$ cat config.mk
export PLATFORM = sky130hd
export DESIGN_NAME = wav_header_parse_and_pcm_unpack
export DESIGN_NICKNAME = d
export VERILOG_FILES = /design/src/design/wavp_pkg.sv /design/src/design/wavp_front.sv /design/src/design/wavp_queue.sv /design/src/design/wavp_back.sv /design/src/design/wav_header_parse_and_pcm_unpack.sv
export SDC_FILE = /design/constraint.sdc
export NUM_CORES = 2
export LEC_CHECK = 0
export ABC_AREA = 1
export BUFFER_PORTS_ARGS = -buffer_cell sky130_fd_sc_hd__buf_2
export CORE_ASPECT_RATIO = 1.2
export CORE_UTILIZATION = 40
export DETAILED_ROUTE_END_ITERATION = 6
export PLACE_DENSITY_LB_ADDON = 0.05
export SLEW_MARGIN = 15
export SYNTH_ARGS = -nofsm -noshare
export SYNTH_HDL_FRONTEND = slang
export SYNTH_SLANG_ARGS = --single-unit
$ cat constraint.sdc
create_clock -name clock -period 10.4 [get_ports clock]
set_clock_uncertainty 0.2 [all_clocks]
set_input_delay 1.04 -clock clock [delete_from_list [all_inputs] [get_ports clock]]
set_output_delay 1.04 -clock clock [all_outputs]
set_load 0.05 [all_outputs]
$ cat src/design/wavp_pkg.sv
`default_nettype none
// ----------------------------------------------------------------------------
// wavp_pkg
// Shared types and constants of the wave header parser and pcm unpacker.
// ----------------------------------------------------------------------------
package wavp_pkg;

   // default depth of the queue between front and back
   localparam int QUEUE_DEPTH_DEFAULT = 4;

   // chunk tags, little-endian as assembled from the byte stream
   localparam logic [31:0] TAG_RIFF = 32'h4646_4952;
   localparam logic [31:0] TAG_WAVE = 32'h4556_4157;
   localparam logic [31:0] TAG_FMT  = 32'h2074_6D66;
   localparam logic [31:0] TAG_DATA = 32'h6174_6164;

   // result kinds
   localparam logic [1:0] KIND_REPORT = 2'd0;
   localparam logic [1:0] KIND_SAMPLE = 2'd1;
   localparam logic [1:0] KIND_ERROR  = 2'd2;

   // error codes
   localparam logic [2:0] ERR_BAD_RIFF  = 3'd0;
   localparam logic [2:0] ERR_BAD_WAVE  = 3'd1;
   localparam logic [2:0] ERR_BAD_FMT   = 3'd2;
   localparam logic [2:0] ERR_NO_FMT    = 3'd3;
   localparam logic [2:0] ERR_NO_DATA   = 3'd4;
   localparam logic [2:0] ERR_TRUNCATED = 3'd5;

   // encodings
   localparam logic [15:0] ENC_PCM   = 16'd1;
   localparam logic [15:0] ENC_FLOAT = 16'd3;

   typedef struct packed {
      logic [7:0] in_byte;
      logic       is_final;
   } req_type;

   typedef struct packed {
      logic [1:0]  kind;
      logic [7:0]  data_byte;
      logic [31:0] rate_hz;
      logic [15:0] channel_count;
      logic [15:0] out_bits;
      logic        float_fmt;
      logic [31:0] frame_total;
      logic [2:0]  error_code;
      logic        last;
   } rsp_type;

   // command from front to back
   typedef enum logic [1:0] {
      CMD_REPORT = 2'd0,
      CMD_SAMPLE = 2'd1,
      CMD_ERROR  = 2'd2
   } cmd_type;

   typedef struct packed {
      cmd_type     cmd;
      logic [7:0]  data_byte;
      logic [2:0]  error_code;
      logic        last;
      logic [31:0] rate_hz;
      logic [15:0] channel_count;
      logic [15:0] out_bits;
      logic        float_fmt;
      logic [31:0] dividend;
      logic [31:0] divisor;
   } entry_type;

   // up to two commands written per byte, in order
   typedef struct packed {
      logic [1:0] count;
      entry_type  first;
      entry_type  second;
   } push_type;

endpackage

`default_nettype wire

$ cat src/design/wavp_front.sv
`default_nettype none
// ----------------------------------------------------------------------------
// wavp_front
// Byte parser: walks the riff chunks, decodes fmt, and turns every byte into
// at most two commands for the back end.
// ----------------------------------------------------------------------------
module wavp_front (
   input  wire                 clock,
   input  wire                 reset,
   input  wire                 take,
   input  wavp_pkg::req_type   req,
   output wavp_pkg::push_type  push
);
   import wavp_pkg::*;

   typedef enum logic [12:0] {
      PH_RIFF     = 13'b0000000000001,
      PH_RSIZE    = 13'b0000000000010,
      PH_WAVE     = 13'b0000000000100,
      PH_CID      = 13'b0000000001000,
      PH_SZ_OTHER = 13'b0000000010000,
      PH_SZ_FMT   = 13'b0000000100000,
      PH_SZ_DATA  = 13'b0000001000000,
      PH_FMT      = 13'b0000010000000,
      PH_SKIP     = 13'b0000100000000,
      PH_DATA     = 13'b0001000000000,
      PH_DROP     = 13'b0010000000000,
      PH_DONE     = 13'b0100000000000,
      PH_HALT     = 13'b1000000000000
   } phase_type;

   phase_type   phase_ff, phase_in;
   logic [3:0]  field_pos_ff, field_pos_in;
   logic [31:0] shift_ff, shift_in;
   logic [32:0] chunk_left_ff, chunk_left_in;
   logic        format_ok_ff, format_ok_in;
   logic [31:0] rate_ff, rate_in;
   logic [15:0] chan_ff, chan_in;
   logic [15:0] bits_ff, bits_in;
   logic [15:0] enc_ff, enc_in;
   logic [31:0] data_left_ff, data_left_in;
   logic [17:0] frame_pos_ff, frame_pos_in;
   logic [1:0]  sample_pos_ff, sample_pos_in;

   // bytes per 24-bit frame and bytes per source frame
   logic [17:0] frame24;
   logic [28:0] bpf;
   assign frame24 = {1'b0, chan_ff, 1'b0} + {2'b00, chan_ff};
   assign bpf     = {13'd0, chan_ff} * {16'd0, bits_ff[15:3]};

   // registers
   always_ff @(posedge clock) begin
      if (reset) begin
         phase_ff      <= PH_RIFF;
         field_pos_ff  <= '0;
         shift_ff      <= '0;
         chunk_left_ff <= '0;
         format_ok_ff  <= 1'b0;
         rate_ff       <= '0;
         chan_ff       <= '0;
         bits_ff       <= '0;
         enc_ff        <= '0;
         data_left_ff  <= '0;
         frame_pos_ff  <= '0;
         sample_pos_ff <= '0;
      end else if (take) begin
         phase_ff      <= phase_in;
         field_pos_ff  <= field_pos_in;
         shift_ff      <= shift_in;
         chunk_left_ff <= chunk_left_in;
         format_ok_ff  <= format_ok_in;
         rate_ff       <= rate_in;
         chan_ff       <= chan_in;
         bits_ff       <= bits_in;
         enc_ff        <= enc_in;
         data_left_ff  <= data_left_in;
         frame_pos_ff  <= frame_pos_in;
         sample_pos_ff <= sample_pos_in;
      end
   end

   // next state and commands for one byte
   always_comb begin
      logic [31:0] w;
      logic [15:0] bits_new;
      logic [31:0] dl_new;
      logic [17:0] fp_new;
      logic        rep_v, s0_v, s1_v, err_v;
      logic [2:0]  err_code;
      entry_type   rep_e, s0_e, s1_e, err_e;
      entry_type   cand [4];
      logic [3:0]  cand_v;
      logic [1:0]  n;
      logic        end_old, end_new;

      phase_in      = phase_ff;
      field_pos_in  = field_pos_ff;
      shift_in      = shift_ff;
      chunk_left_in = chunk_left_ff;
      format_ok_in  = format_ok_ff;
      rate_in       = rate_ff;
      chan_in       = chan_ff;
      bits_in       = bits_ff;
      enc_in        = enc_ff;
      data_left_in  = data_left_ff;
      frame_pos_in  = frame_pos_ff;
      sample_pos_in = sample_pos_ff;
      rep_v = 1'b0; s0_v = 1'b0; s1_v = 1'b0; err_v = 1'b0;
      err_code = ERR_BAD_RIFF;
      w        = {req.in_byte, shift_ff[31:8]};
      bits_new = {req.in_byte, bits_ff[7:0]};
      dl_new   = data_left_ff - 32'd1;
      fp_new   = frame_pos_ff + 18'd1;

      unique case (phase_ff)
         PH_RIFF, PH_RSIZE, PH_WAVE, PH_CID, PH_SZ_OTHER, PH_SZ_FMT, PH_SZ_DATA: begin
            shift_in     = w;
            field_pos_in = field_pos_ff + 4'd1;
            if (field_pos_ff[1:0] == 2'd3) begin
               field_pos_in = '0;
               unique case (phase_ff)
                  PH_RIFF: begin
                     if (w == TAG_RIFF) begin
                        phase_in = PH_RSIZE;
                     end else begin
                        err_v = 1'b1; err_code = ERR_BAD_RIFF; phase_in = PH_HALT;
                     end
                  end
                  PH_RSIZE: phase_in = PH_WAVE;
                  PH_WAVE: begin
                     if (w == TAG_WAVE) begin
                        phase_in = PH_CID;
                     end else begin
                        err_v = 1'b1; err_code = ERR_BAD_WAVE; phase_in = PH_HALT;
                     end
                  end
                  PH_CID: begin
                     if (w == TAG_FMT) phase_in = PH_SZ_FMT;
                     else if (w == TAG_DATA) phase_in = PH_SZ_DATA;
                     else phase_in = PH_SZ_OTHER;
                  end
                  PH_SZ_DATA: begin
                     if (!format_ok_ff) begin
                        err_v = 1'b1; err_code = ERR_NO_FMT; phase_in = PH_HALT;
                     end else begin
                        rep_v         = 1'b1;
                        data_left_in  = w;
                        frame_pos_in  = '0;
                        sample_pos_in = '0;
                        if (bits_ff == 16'd24 && w < {14'd0, frame24})
                           phase_in = (w != 0) ? PH_DROP : PH_DONE;
                        else
                           phase_in = (w != 0) ? PH_DATA : PH_DONE;
                     end
                  end
                  default: begin
                     // size of fmt or other chunk
                     if (phase_ff == PH_SZ_FMT && w[31:4] != 0) begin
                        chunk_left_in = {1'b0, w - 32'd16} + {32'd0, w[0]};
                        phase_in      = PH_FMT;
                     end else begin
                        chunk_left_in = {1'b0, w} + {32'd0, w[0]};
                        phase_in = (chunk_left_in != 0) ? PH_SKIP : PH_CID;
                     end
                  end
               endcase
            end
         end
         PH_FMT: begin
            case (field_pos_ff)
               4'd0:  enc_in  = {8'd0, req.in_byte};
               4'd1:  enc_in  = {req.in_byte, enc_ff[7:0]};
               4'd2:  chan_in = {8'd0, req.in_byte};
               4'd3:  chan_in = {req.in_byte, chan_ff[7:0]};
               4'd4:  rate_in = {rate_ff[31:8], req.in_byte};
               4'd5:  rate_in = {rate_ff[31:16], req.in_byte, rate_ff[7:0]};
               4'd6:  rate_in = {rate_ff[31:24], req.in_byte, rate_ff[15:0]};
               4'd7:  rate_in = {req.in_byte, rate_ff[23:0]};
               4'd14: bits_in = {8'd0, req.in_byte};
               4'd15: bits_in = bits_new;
               default: ;
            endcase
            field_pos_in = field_pos_ff + 4'd1;
            if (field_pos_ff == 4'd15) begin
               if ((enc_ff != ENC_PCM && enc_ff != ENC_FLOAT) ||
                   (enc_ff == ENC_FLOAT && bits_new != 16'd32)) begin
                  err_v = 1'b1; err_code = ERR_BAD_FMT; phase_in = PH_HALT;
               end else begin
                  format_ok_in = (chan_ff != 0) && (rate_ff != 0) && (bits_new != 0) &&
                                 (bits_new[2:0] == 3'd0);
                  phase_in = (chunk_left_ff != 0) ? PH_SKIP : PH_CID;
               end
            end
         end
         PH_SKIP: begin
            if (chunk_left_ff != 0) chunk_left_in = chunk_left_ff - 33'd1;
            if (chunk_left_in == 0) phase_in = PH_CID;
         end
         PH_DATA: begin
            data_left_in = dl_new;
            if (bits_ff != 16'd24) begin
               s1_v = 1'b1;
               if (dl_new == 0) phase_in = PH_DONE;
            end else begin
               s0_v = (sample_pos_ff == 2'd0);
               s1_v = 1'b1;
               sample_pos_in = (sample_pos_ff == 2'd2) ? 2'd0 : sample_pos_ff + 2'd1;
               frame_pos_in  = fp_new;
               if (fp_new >= frame24) begin
                  frame_pos_in = '0;
                  if (dl_new < {14'd0, frame24}) phase_in = (dl_new != 0) ? PH_DROP : PH_DONE;
               end
            end
         end
         PH_DROP: begin
            if (data_left_ff != 0) data_left_in = dl_new;
            if (data_left_in == 0) phase_in = PH_DONE;
         end
         PH_DONE, PH_HALT: ;
         default: ;
      endcase

      end_old = (phase_ff == PH_DROP) || (phase_ff == PH_DONE) || (phase_ff == PH_HALT);
      end_new = (phase_in == PH_DROP) || (phase_in == PH_DONE) || (phase_in == PH_HALT);

      // end of file: error by where the walk stands
      if (req.is_final) begin
         unique case (phase_in)
            PH_RIFF, PH_RSIZE: begin err_v = 1'b1; err_code = ERR_BAD_RIFF; end
            PH_WAVE: begin err_v = 1'b1; err_code = ERR_BAD_WAVE; end
            PH_CID, PH_SZ_OTHER, PH_SZ_FMT, PH_SZ_DATA, PH_FMT, PH_SKIP: begin
               err_v = 1'b1; err_code = ERR_NO_DATA;
            end
            PH_DATA: begin
               err_v = 1'b1; err_code = ERR_TRUNCATED;
               if (phase_ff == PH_DATA) begin s0_v = 1'b0; s1_v = 1'b0; end
            end
            default: ;
         endcase
      end

      // build commands
      rep_e = '0;
      rep_e.cmd           = CMD_REPORT;
      rep_e.rate_hz       = rate_ff;
      rep_e.channel_count = chan_ff;
      rep_e.out_bits      = (bits_ff == 16'd24) ? 16'd32 : bits_ff;
      rep_e.float_fmt     = (enc_ff == ENC_FLOAT);
      rep_e.dividend      = w;
      rep_e.divisor       = {3'd0, bpf};
      s0_e = '0;
      s0_e.cmd = CMD_SAMPLE;
      s1_e = '0;
      s1_e.cmd       = CMD_SAMPLE;
      s1_e.data_byte = req.in_byte;
      err_e = '0;
      err_e.cmd        = CMD_ERROR;
      err_e.error_code = err_code;

      cand[0] = rep_e; cand[1] = s0_e; cand[2] = s1_e; cand[3] = err_e;
      cand_v  = {err_v, s1_v, s0_v, rep_v};

      // pack the valid ones in order into two slots
      push = '0;
      n = 2'd0;
      for (int i = 0; i < 4; i++) begin
         if (cand_v[i]) begin
            if (n == 2'd0) push.first = cand[i];
            else push.second = cand[i];
            n = n + 2'd1;
         end
      end
      push.count = take ? n : 2'd0;

      // last marking on the final command of the stream
      if (req.is_final || (end_new && !end_old)) begin
         if (n == 2'd2) push.second.last = 1'b1;
         else if (n == 2'd1) push.first.last = 1'b1;
      end

      // end of file returns everything to reset
      if (req.is_final) begin
         phase_in      = PH_RIFF;
         field_pos_in  = '0;
         shift_in      = '0;
         chunk_left_in = '0;
         format_ok_in  = 1'b0;
         rate_in       = '0;
         chan_in       = '0;
         bits_in       = '0;
         enc_in        = '0;
         data_left_in  = '0;
         frame_pos_in  = '0;
         sample_pos_in = '0;
      end
   end

endmodule

`default_nettype wire

$ cat src/design/wavp_queue.sv
`default_nettype none
// ----------------------------------------------------------------------------
// wavp_queue
// Short command queue between front and back; takes up to two entries per
// cycle and gives one.
// ----------------------------------------------------------------------------
module wavp_queue #(
   parameter int DEPTH = wavp_pkg::QUEUE_DEPTH_DEFAULT
) (
   input  wire                 clock,
   input  wire                 reset,
   input  wavp_pkg::push_type  push,
   output logic                full,
   output logic                head_valid,
   output wavp_pkg::entry_type head,
   input  wire                 pop
);
   import wavp_pkg::*;

   localparam int AW = $clog2(DEPTH);
   localparam int CW = $clog2(DEPTH + 1);
   localparam logic [CW-1:0] FULL_AT = CW'(DEPTH - 1);

   entry_type       mem [DEPTH];
   logic [AW-1:0]   wr_ff, wr_in, rd_ff, rd_in;
   logic [CW-1:0]   count_ff, count_in;
   logic [AW-1:0]   wr_next;

   assign wr_next    = wr_ff + AW'(1);
   assign full       = (count_ff >= FULL_AT);
   assign head_valid = (count_ff != 0);
   assign head       = mem[rd_ff];

   // pointers and count
   always_comb begin
      wr_in    = wr_ff + AW'(push.count);
      rd_in    = rd_ff + AW'(pop);
      count_in = count_ff + CW'(push.count) - CW'(pop);
   end

   always_ff @(posedge clock) begin
      if (reset) begin
         wr_ff    <= '0;
         rd_ff    <= '0;
         count_ff <= '0;
      end else begin
         wr_ff    <= wr_in;
         rd_ff    <= rd_in;
         count_ff <= count_in;
      end
   end

   // storage
   always_ff @(posedge clock) begin
      if (push.count != 2'd0) mem[wr_ff] <= push.first;
      if (push.count == 2'd2) mem[wr_next] <= push.second;
   end

endmodule

`default_nettype wire

$ cat src/design/wavp_back.sv
`default_nettype none
// ----------------------------------------------------------------------------
// wavp_back
// Executes queued commands: runs the frame count division for the format
// report and drives the result register.
// ----------------------------------------------------------------------------
module wavp_back (
   input  wire                 clock,
   input  wire                 reset,
   input  wire                 head_valid,
   input  wavp_pkg::entry_type head,
   output logic                pop,
   output logic                rsp_empty,
   input  wire                 rsp_pop,
   output wavp_pkg::rsp_type   rsp_data
);
   import wavp_pkg::*;

   logic        out_valid_ff, out_valid_in;
   rsp_type     out_ff, out_in;
   logic        busy_ff, busy_in;
   logic        done_ff, done_in;
   logic [4:0]  step_ff, step_in;
   logic [32:0] rem_ff, rem_in;
   logic [31:0] quo_ff, quo_in;

   assign rsp_empty = !out_valid_ff;
   assign rsp_data  = out_ff;

   // command execution and restoring divider, one quotient bit per cycle
   always_comb begin
      logic        out_free;
      logic [32:0] trial;
      logic [32:0] diff;

      out_valid_in = out_valid_ff;
      out_in       = out_ff;
      busy_in      = busy_ff;
      done_in      = done_ff;
      step_in      = step_ff;
      rem_in       = rem_ff;
      quo_in       = quo_ff;
      pop          = 1'b0;
      out_free     = !out_valid_ff || rsp_pop;
      trial        = {rem_ff[31:0], quo_ff[31]};
      diff         = trial - {1'b0, head.divisor};

      if (rsp_pop) out_valid_in = 1'b0;

      if (head_valid) begin
         if (head.cmd != CMD_REPORT) begin
            if (out_free) begin
               out_in = '0;
               out_in.kind       = (head.cmd == CMD_SAMPLE) ? KIND_SAMPLE : KIND_ERROR;
               out_in.data_byte  = head.data_byte;
               out_in.error_code = head.error_code;
               out_in.last       = head.last;
               out_valid_in      = 1'b1;
               pop               = 1'b1;
            end
         end else if (done_ff) begin
            if (out_free) begin
               out_in = '0;
               out_in.kind          = KIND_REPORT;
               out_in.rate_hz       = head.rate_hz;
               out_in.channel_count = head.channel_count;
               out_in.out_bits      = head.out_bits;
               out_in.float_fmt     = head.float_fmt;
               out_in.frame_total   = (head.divisor == 0) ? 32'd0 : quo_ff;
               out_in.last          = head.last;
               out_valid_in         = 1'b1;
               pop                  = 1'b1;
               done_in              = 1'b0;
            end
         end else if (!busy_ff) begin
            busy_in = 1'b1;
            step_in = '0;
            rem_in  = '0;
            quo_in  = head.dividend;
         end else begin
            if (!diff[32]) begin
               rem_in = diff;
               quo_in = {quo_ff[30:0], 1'b1};
            end else begin
               rem_in = trial;
               quo_in = {quo_ff[30:0], 1'b0};
            end
            step_in = step_ff + 5'd1;
            if (step_ff == 5'd31) begin
               busy_in = 1'b0;
               done_in = 1'b1;
            end
         end
      end
   end

   always_ff @(posedge clock) begin
      if (reset) begin
         out_valid_ff <= 1'b0;
         busy_ff      <= 1'b0;
         done_ff      <= 1'b0;
         step_ff      <= '0;
      end else begin
         out_valid_ff <= out_valid_in;
         busy_ff      <= busy_in;
         done_ff      <= done_in;
         step_ff      <= step_in;
      end
   end

   // payload
   always_ff @(posedge clock) begin
      out_ff <= out_in;
      rem_ff <= rem_in;
      quo_ff <= quo_in;
   end

endmodule

`default_nettype wire

$ cat src/design/wav_header_parse_and_pcm_unpack.sv
`default_nettype none
// ----------------------------------------------------------------------------
// wav_header_parse_and_pcm_unpack
// Parses a riff/wave byte stream and unpacks its pcm data.
// ----------------------------------------------------------------------------
// One file byte is taken per cycle while req_full is low. The parser front
// writes the results of each byte into a short command queue and the back
// end delivers one result per cycle from its output register while rsp_pop
// keeps it drained. The format report at the data chunk waits in the back
// end for the serial frame-count divider (one quotient bit per cycle);
// bytes keep flowing into the queue meanwhile until it fills. A 24-bit
// source yields two results for the first byte of each sample, so it is
// delivered at about 4 results per 3 bytes. Errors end the stream with last
// set; after is_final the block starts over on a new file.
module wav_header_parse_and_pcm_unpack #(
   parameter int QUEUE_DEPTH = wavp_pkg::QUEUE_DEPTH_DEFAULT
) (
   input  wire                clock,
   input  wire                reset,
   input  wire                req_push,
   output logic               req_full,
   input  wavp_pkg::req_type  req_data,
   output logic               rsp_empty,
   input  wire                rsp_pop,
   output wavp_pkg::rsp_type  rsp_data
);
   import wavp_pkg::*;

   push_type  push;
   entry_type head;
   logic      head_valid;
   logic      head_pop;
   logic      take;

   assign take = req_push && !req_full;

   // parser front
   wavp_front u_front (
      .clock (clock),
      .reset (reset),
      .take  (take),
      .req   (req_data),
      .push  (push)
   );

   // command queue
   wavp_queue #(
      .DEPTH (QUEUE_DEPTH)
   ) u_queue (
      .clock      (clock),
      .reset      (reset),
      .push       (push),
      .full       (req_full),
      .head_valid (head_valid),
      .head       (head),
      .pop        (head_pop)
   );

   // divider and result register
   wavp_back u_back (
      .clock      (clock),
      .reset      (reset),
      .head_valid (head_valid),
      .head       (head),
      .pop        (head_pop),
      .rsp_empty  (rsp_empty),
      .rsp_pop    (rsp_pop),
      .rsp_data   (rsp_data)
   );

endmodule

`default_nettype wire
Yosys cells after proc, flatten, opt, wreduce, memory -nomap -nowiden

Memories as Yosys holds them, arrays and structs flattened. A register that Yosys moved wholly into a read port is not among the register bits.
Index checks and enable logic that the tools add are counted.

Word-level logic and storage cells: 367
Output and inout port bits: 113
Input bits: 13
Bits in writable memories: 572
Register bits after elaboration: 405
Memories kept: 1

Memory list:

| name        | depth | bits a word | read ports | clocked after Yosys merged registers in | write ports | line             | RTL |
|---|---|---|---|---|---|---|---|
| u_queue.mem | 4     | 143         | 1          | 1                                       | 2           | wavp_queue.sv:24 | `entry_type mem [DEPTH];` |

Muxes and demuxes: 156
Reductions and logical operators: 83
Bitwise gates (word level): 2
Add/sub/neg operators: 19
Eq/ne operators: 65
Multipliers: 1
Order comparisons: 4

Operators by type and width:

| cell                                                              | count |
|---|---|
| 286-bit 2-to-1 mux                                                | 3 |
| 143-bit 2-to-1 mux                                                | 5 |
| 111-bit 2-to-1 mux                                                | 4 |
| 32-bit 2-to-1 mux                                                 | 13 |
| 272-bit 2-to-1 mux                                                | 1 |
| 13-bit 2-to-1 mux                                                 | 16 |
| 33-bit 2-to-1 mux                                                 | 6 |
| 142-bit 2-to-1 mux                                                | 1 |
| 13-bit case mux with 5 select lines                               | 2 |
| 32-bit case mux with 4 select lines                               | 1 |
| 32-bit nonzero test                                               | 4 |
| 16-bit 2-to-1 mux                                                 | 7 |
| 18-bit 2-to-1 mux                                                 | 6 |
| 32-bit by 31-bit == test with 1-bit output, second input constant | 3 |
| 32-bit logical NOT                                                | 3 |
| 16-bit case mux with 2 select lines                               | 3 |
| 32-bit case mux with 3 select lines                               | 1 |
| 32-bit by 1-bit adder with 33-bit output                          | 2 |
| 33-bit case mux with 2 select lines                               | 1 |
| 33-bit nonzero test                                               | 2 |
| 32-bit by 18-bit < comparator with 1-bit output                   | 2 |
| 1-bit 2-to-1 mux                                                  | 52 |
| 12-bit 2-to-1 mux                                                 | 3 |
| 18-bit case mux with 2 select lines                               | 1 |
| other kinds (82)                                                  | 188 |

Depth between registers and ports, before layout

Depth in word-level cells: 20
Depth in mapped cells: 51
Gate-level depth less buffers: 48

Hierarchy

Synthesis repeated with hierarchy kept, for this count alone.

Cell total of the unflattened synthesis: 8636
Area, all modules: 66065.9 um^2

Modules (own cells, without submodules):

| module                          | area an instance (um^2) | seq. area each (um^2) | instances | cells each |
|---|---|---|---|---|
| wavp_queue                      | 28875.2                 | 17316.6               | 1         | 3145 |
| wavp_front                      | 26791.9                 | 4144.0                | 1         | 4230 |
| wavp_back                       | 10388.7                 | 5415.2                | 1         | 1259 |
| wav_header_parse_and_pcm_unpack | 10.0                    | 0.0                   | 1         | 2 |

Worst setup path after synthesis

No wires, ideal clock.

Path type: register -> register
Start: reg u_front.chan_ff[1]
End: mem u_queue.mem[0][129] (netlist bit) (enable)
Arrival: 6966 ps
Clock period less this slack: 7549 ps
Slack: 2851 ps
Cell stages (with the launch flop): 46
Required time: 9817 ps
Path buffers: 3
Setup time: 383 ps
Cell sequence: dfxtp_1 clkbuf_1 clkbuf_1 inv_1 fa_1 nand3b_1 and2_1 inv_1 a21oi_1 o21bai_1 a21oi_1 o21bai_1 a21oi_1 o21bai_1 a21oi_1 o21bai_1 a21oi_1 o21bai_1 [... 10 more ...] o21bai_4 nand2_1 nand3_2 nor2_2 nand3_2 nand2_1 inv_1 ha_1 nand3_1 nand2_2 ha_1 nand2_1 nand2_4 nand2_4 nand2_4 nand2_4 nand2_1 clkbuf_1

RTL lines:

| item                     | line             | RTL |
|---|---|---|
| start: declaration       | wavp_front.sv:38 | `logic [15:0] chan_ff, chan_in;` |
| start signal: assignment | wavp_front.sv:73 | `chan_ff <= chan_in;` |
| end: declaration         | wavp_queue.sv:24 |  |

==> results.txt <==
Ys async rst share = 0%
Total wire length = 202 mm
Max Slew Vio Count = 0
Lkg Pwr = 27.5 nW
Clock root cell = clkbuf_16
DP Wirelength = 141 mm
Number of global-route vias before repair = 49400
Sequential element share of the synthesized area = 37.7%
Most used cell, CP = a21oi_1
Ports = 126
Top-area cell type share of the netlist area = 25.5%
Slew margin rel. = 20.0%
Syn Inst Count = 7668
Unrepaired setup endpoints after global routing = false
Setup TNS = 0 ns
Skew-Pair Late Insertion Delay = 0.76 ns
GRT Total Usage = 27.6%
Max VDD drop = 0.200 mV
Chip Width = 346 microns
Largest net degree at the start of global routing = 165
Post-route ant nets = 0
Drt wl/cell = 21.3 microns
Critical Path Slowest Stage Cell = nand2_2
Required time of the worst setup path = 10.78 ns
Die Y-Extent = 415 microns
Share of cells above drive strength 1 = 7.13%
Grt ovf = 0
Max-cap check violation count = 0
Worst path max stage delay = 0.76 ns
DRC Markers = 1
Initial antenna violation count = 1
Post-synth cell types = 66
Yosys reg bits = 957
Failing checks = DRC
Top delay family on crit path = simple AND/OR/NAND/NOR gates
Power Density = 233 nW/um^2
Critical Path AT = 9.38 ns
Nets = 7941
Fin crit share = 86.6%
CTS tree = yes
Deepest clock path buffer count = 3
Vias per std cell = 5.44
Final setup viols = 0
Largest fanout on the critical path = 39
Gpl congestion = 0.940
# hold bufs at CTS = 0
Resized Gates After CTS = 0
H-tree depth = 3
Hold Fails Final Rpt = 0
Fill cells = 14600
Slew @ Worst Pin = 1.19 ns
Count leader, synth = nand2_1
Initial Utilization = 40.3%
Detailed-router iteration count before antenna repair = 7
Row cnt = 151
Cell Area, Synth = 57000 sq um
Synth Net Count = 8040
Post-CTS Setup Inserts = 0
Hold Slack = 0.258 ns
WP buf/inv = 4
HP Class = flip-flop to flip-flop
Ranking of synthesized cells by area = dfxtp_1 26%, edfxtp_1 12%, nand2_1 10%, inv_1 6.6%, a21oi_1 5.5%
Status = complete, but fails checks
Port bufs = 125
EDFF count, synth = 231
Min Tclk post-route = 9.01 ns
Layout area overhead = 9.47%
Synth cell count leaders = 1525 x nand2_1, 996 x inv_1, 833 x nor2_1
Total clock sinks = 957
Cts bufs inserted = 103
Area leader, netlist = dfxtp_1
CP Capture Type = flip-flop
Avg Inst Size Synth = 7.43 sq um
Worst-path clk slew = 0.07 ns
DR iter-0 viols = 3941
Synth Warn # = 0
Ys flop type = dfxtp_1
Core footprint = 141000 sq um
Vias after detailed routing = 51600
Wire length of the first global-routing pass = 307 mm
Max frequency = 0.111 GHz
Type of origin of the critical path = flip-flop
# diodes = 0
Die area = 144000 sq um
Critical path class = flip-flop to flip-flop
## cells by family (layout without fill, tap and decap cells)
| logic type | after synthesis | in the layout | synth area share (%) |
|---|---|---|---|
| AOI/OAI and AO/OA | 1697 | 1697 | 17.2 |
| buffers and inverters | 1452 | 1442 | 10.2 |
| DFF | 957 | 957 | 37.7 |
| and+or+nand+nor | 3039 | 3039 | 22.4 |
| xor gates and xnor gates | 164 | 164 | 2.52 |
| adders and majority gates | 359 | 359 | 9.96 |
## worst reg2reg max path, delay by kind of cell (launching register included)
kind | cells | cell delay (ns)
and+or+nand+nor | 24 | 4.60
AOI/OAI and AO/OA | 13 | 1.86
buffers and inverters | 4 | 0.51
adders and majority gates | 4 | 1.37
DFF | 1 | 0.33
## cell type report
type                       instances  area (sq um)  area share [%]
clock buffer                     157          3050            4.88
inverter                        1020          3840            6.15
sequential                       957         21500            34.4
tap                             1836          2300            3.68
timing repair buffer             228          1540            2.47
multi-input combinational       5259         29700            47.7
clock inverter                    37           412           0.660
## registers in the layout, indices dropped and copies added, names as in the netlist, 3 cells and up
register and flops:
u_queue.count_ff 3, u_front.chunk_left_ff 33, u_front.data_left_ff 32, u_back.quo_ff 32, u_back.rem_ff 32, u_front.rate_ff 32, u_front.chan_ff 16, u_queue.mem 560
u_front.field_pos_ff 4, u_front.enc_ff 16, u_back.step_ff 5, u_front.phase_ff 13, u_back.rsp_data 111, u_front.shift_ff 24, u_front.bits_ff 16, u_front.frame_pos_ff 18
## cell usage in the layout (no fill, tap or decap), types with 127 or more instances in the layout
master	instances
a21oi_1	630
dfxtp_1	724
edfxtp_1	231
fa_1	157
ha_1	202
inv_1	992
nand2_1	1522
nand3_1	368
nor2_1	832
o21ai_0	489
o22ai_1	202
xor2_1	127
## through the flow
| step | power (mW) | util (%) | cells | worst slack [ns] | instance area, sq um |
|---|---|---|---|---|---|
| after floorplan | 9.25 | - | 7668 | 2.85 | 57000 |
| after global placement | 10.7 | 41.7 | 9300 | 1.65 | 58900 |
| after detailed placement | 10.8 | 41.7 | 9300 | 1.44 | 58900 |
| after CTS | 14.6 | 44.1 | 9494 | 1.40 | 62400 |
| after global routing | 15.4 | 44.1 | 9494 | 0.597 | 62400 |
| final | 14.5 | 44.1 | 9494 | 1.39 | 62400 |
## power breakdown
group,internal (mW),switching [mW]
registers,4.92,0.349
clock network,2.17,1.62
logic,1.44,4.00
## path summary, 6_finish.rpt
| path | from | end | slack (ns) | cells after the start |
|---|---|---|---|---|
| worst min-delay path | u_queue.mem[0][27] | u_queue.mem[0][27] | 0.26 | 2 |
| worst min register to register | u_queue.mem[0][27] | u_queue.mem[0][27] | 0.26 | 2 |
| worst max-delay path | u_front.chan_ff[1] | u_queue.mem[2][130] | 1.39 | 45 |
| worst max register to register | u_front.chan_ff[1] | u_queue.mem[2][130] | 1.39 | 45 |
## metal layers
| metal | share of wire [%] | GRT usage [%] | vias up | wire, microns |
|---|---|---|---|---|
| met4 | 4.0 | 11.5 | 0 | 8080 |
| met1 | 44 | 35.9 | 24800 | 88600 |
| met3 | 4.6 | 2.64 | 333 | 9250 |
| met5 | 0 | 0 | - | 0 |
| li1 | - | - | 25000 | - |
| met2 | 48 | 46.6 | 1472 | 96600 |
(Power assumes the default switching activity.)
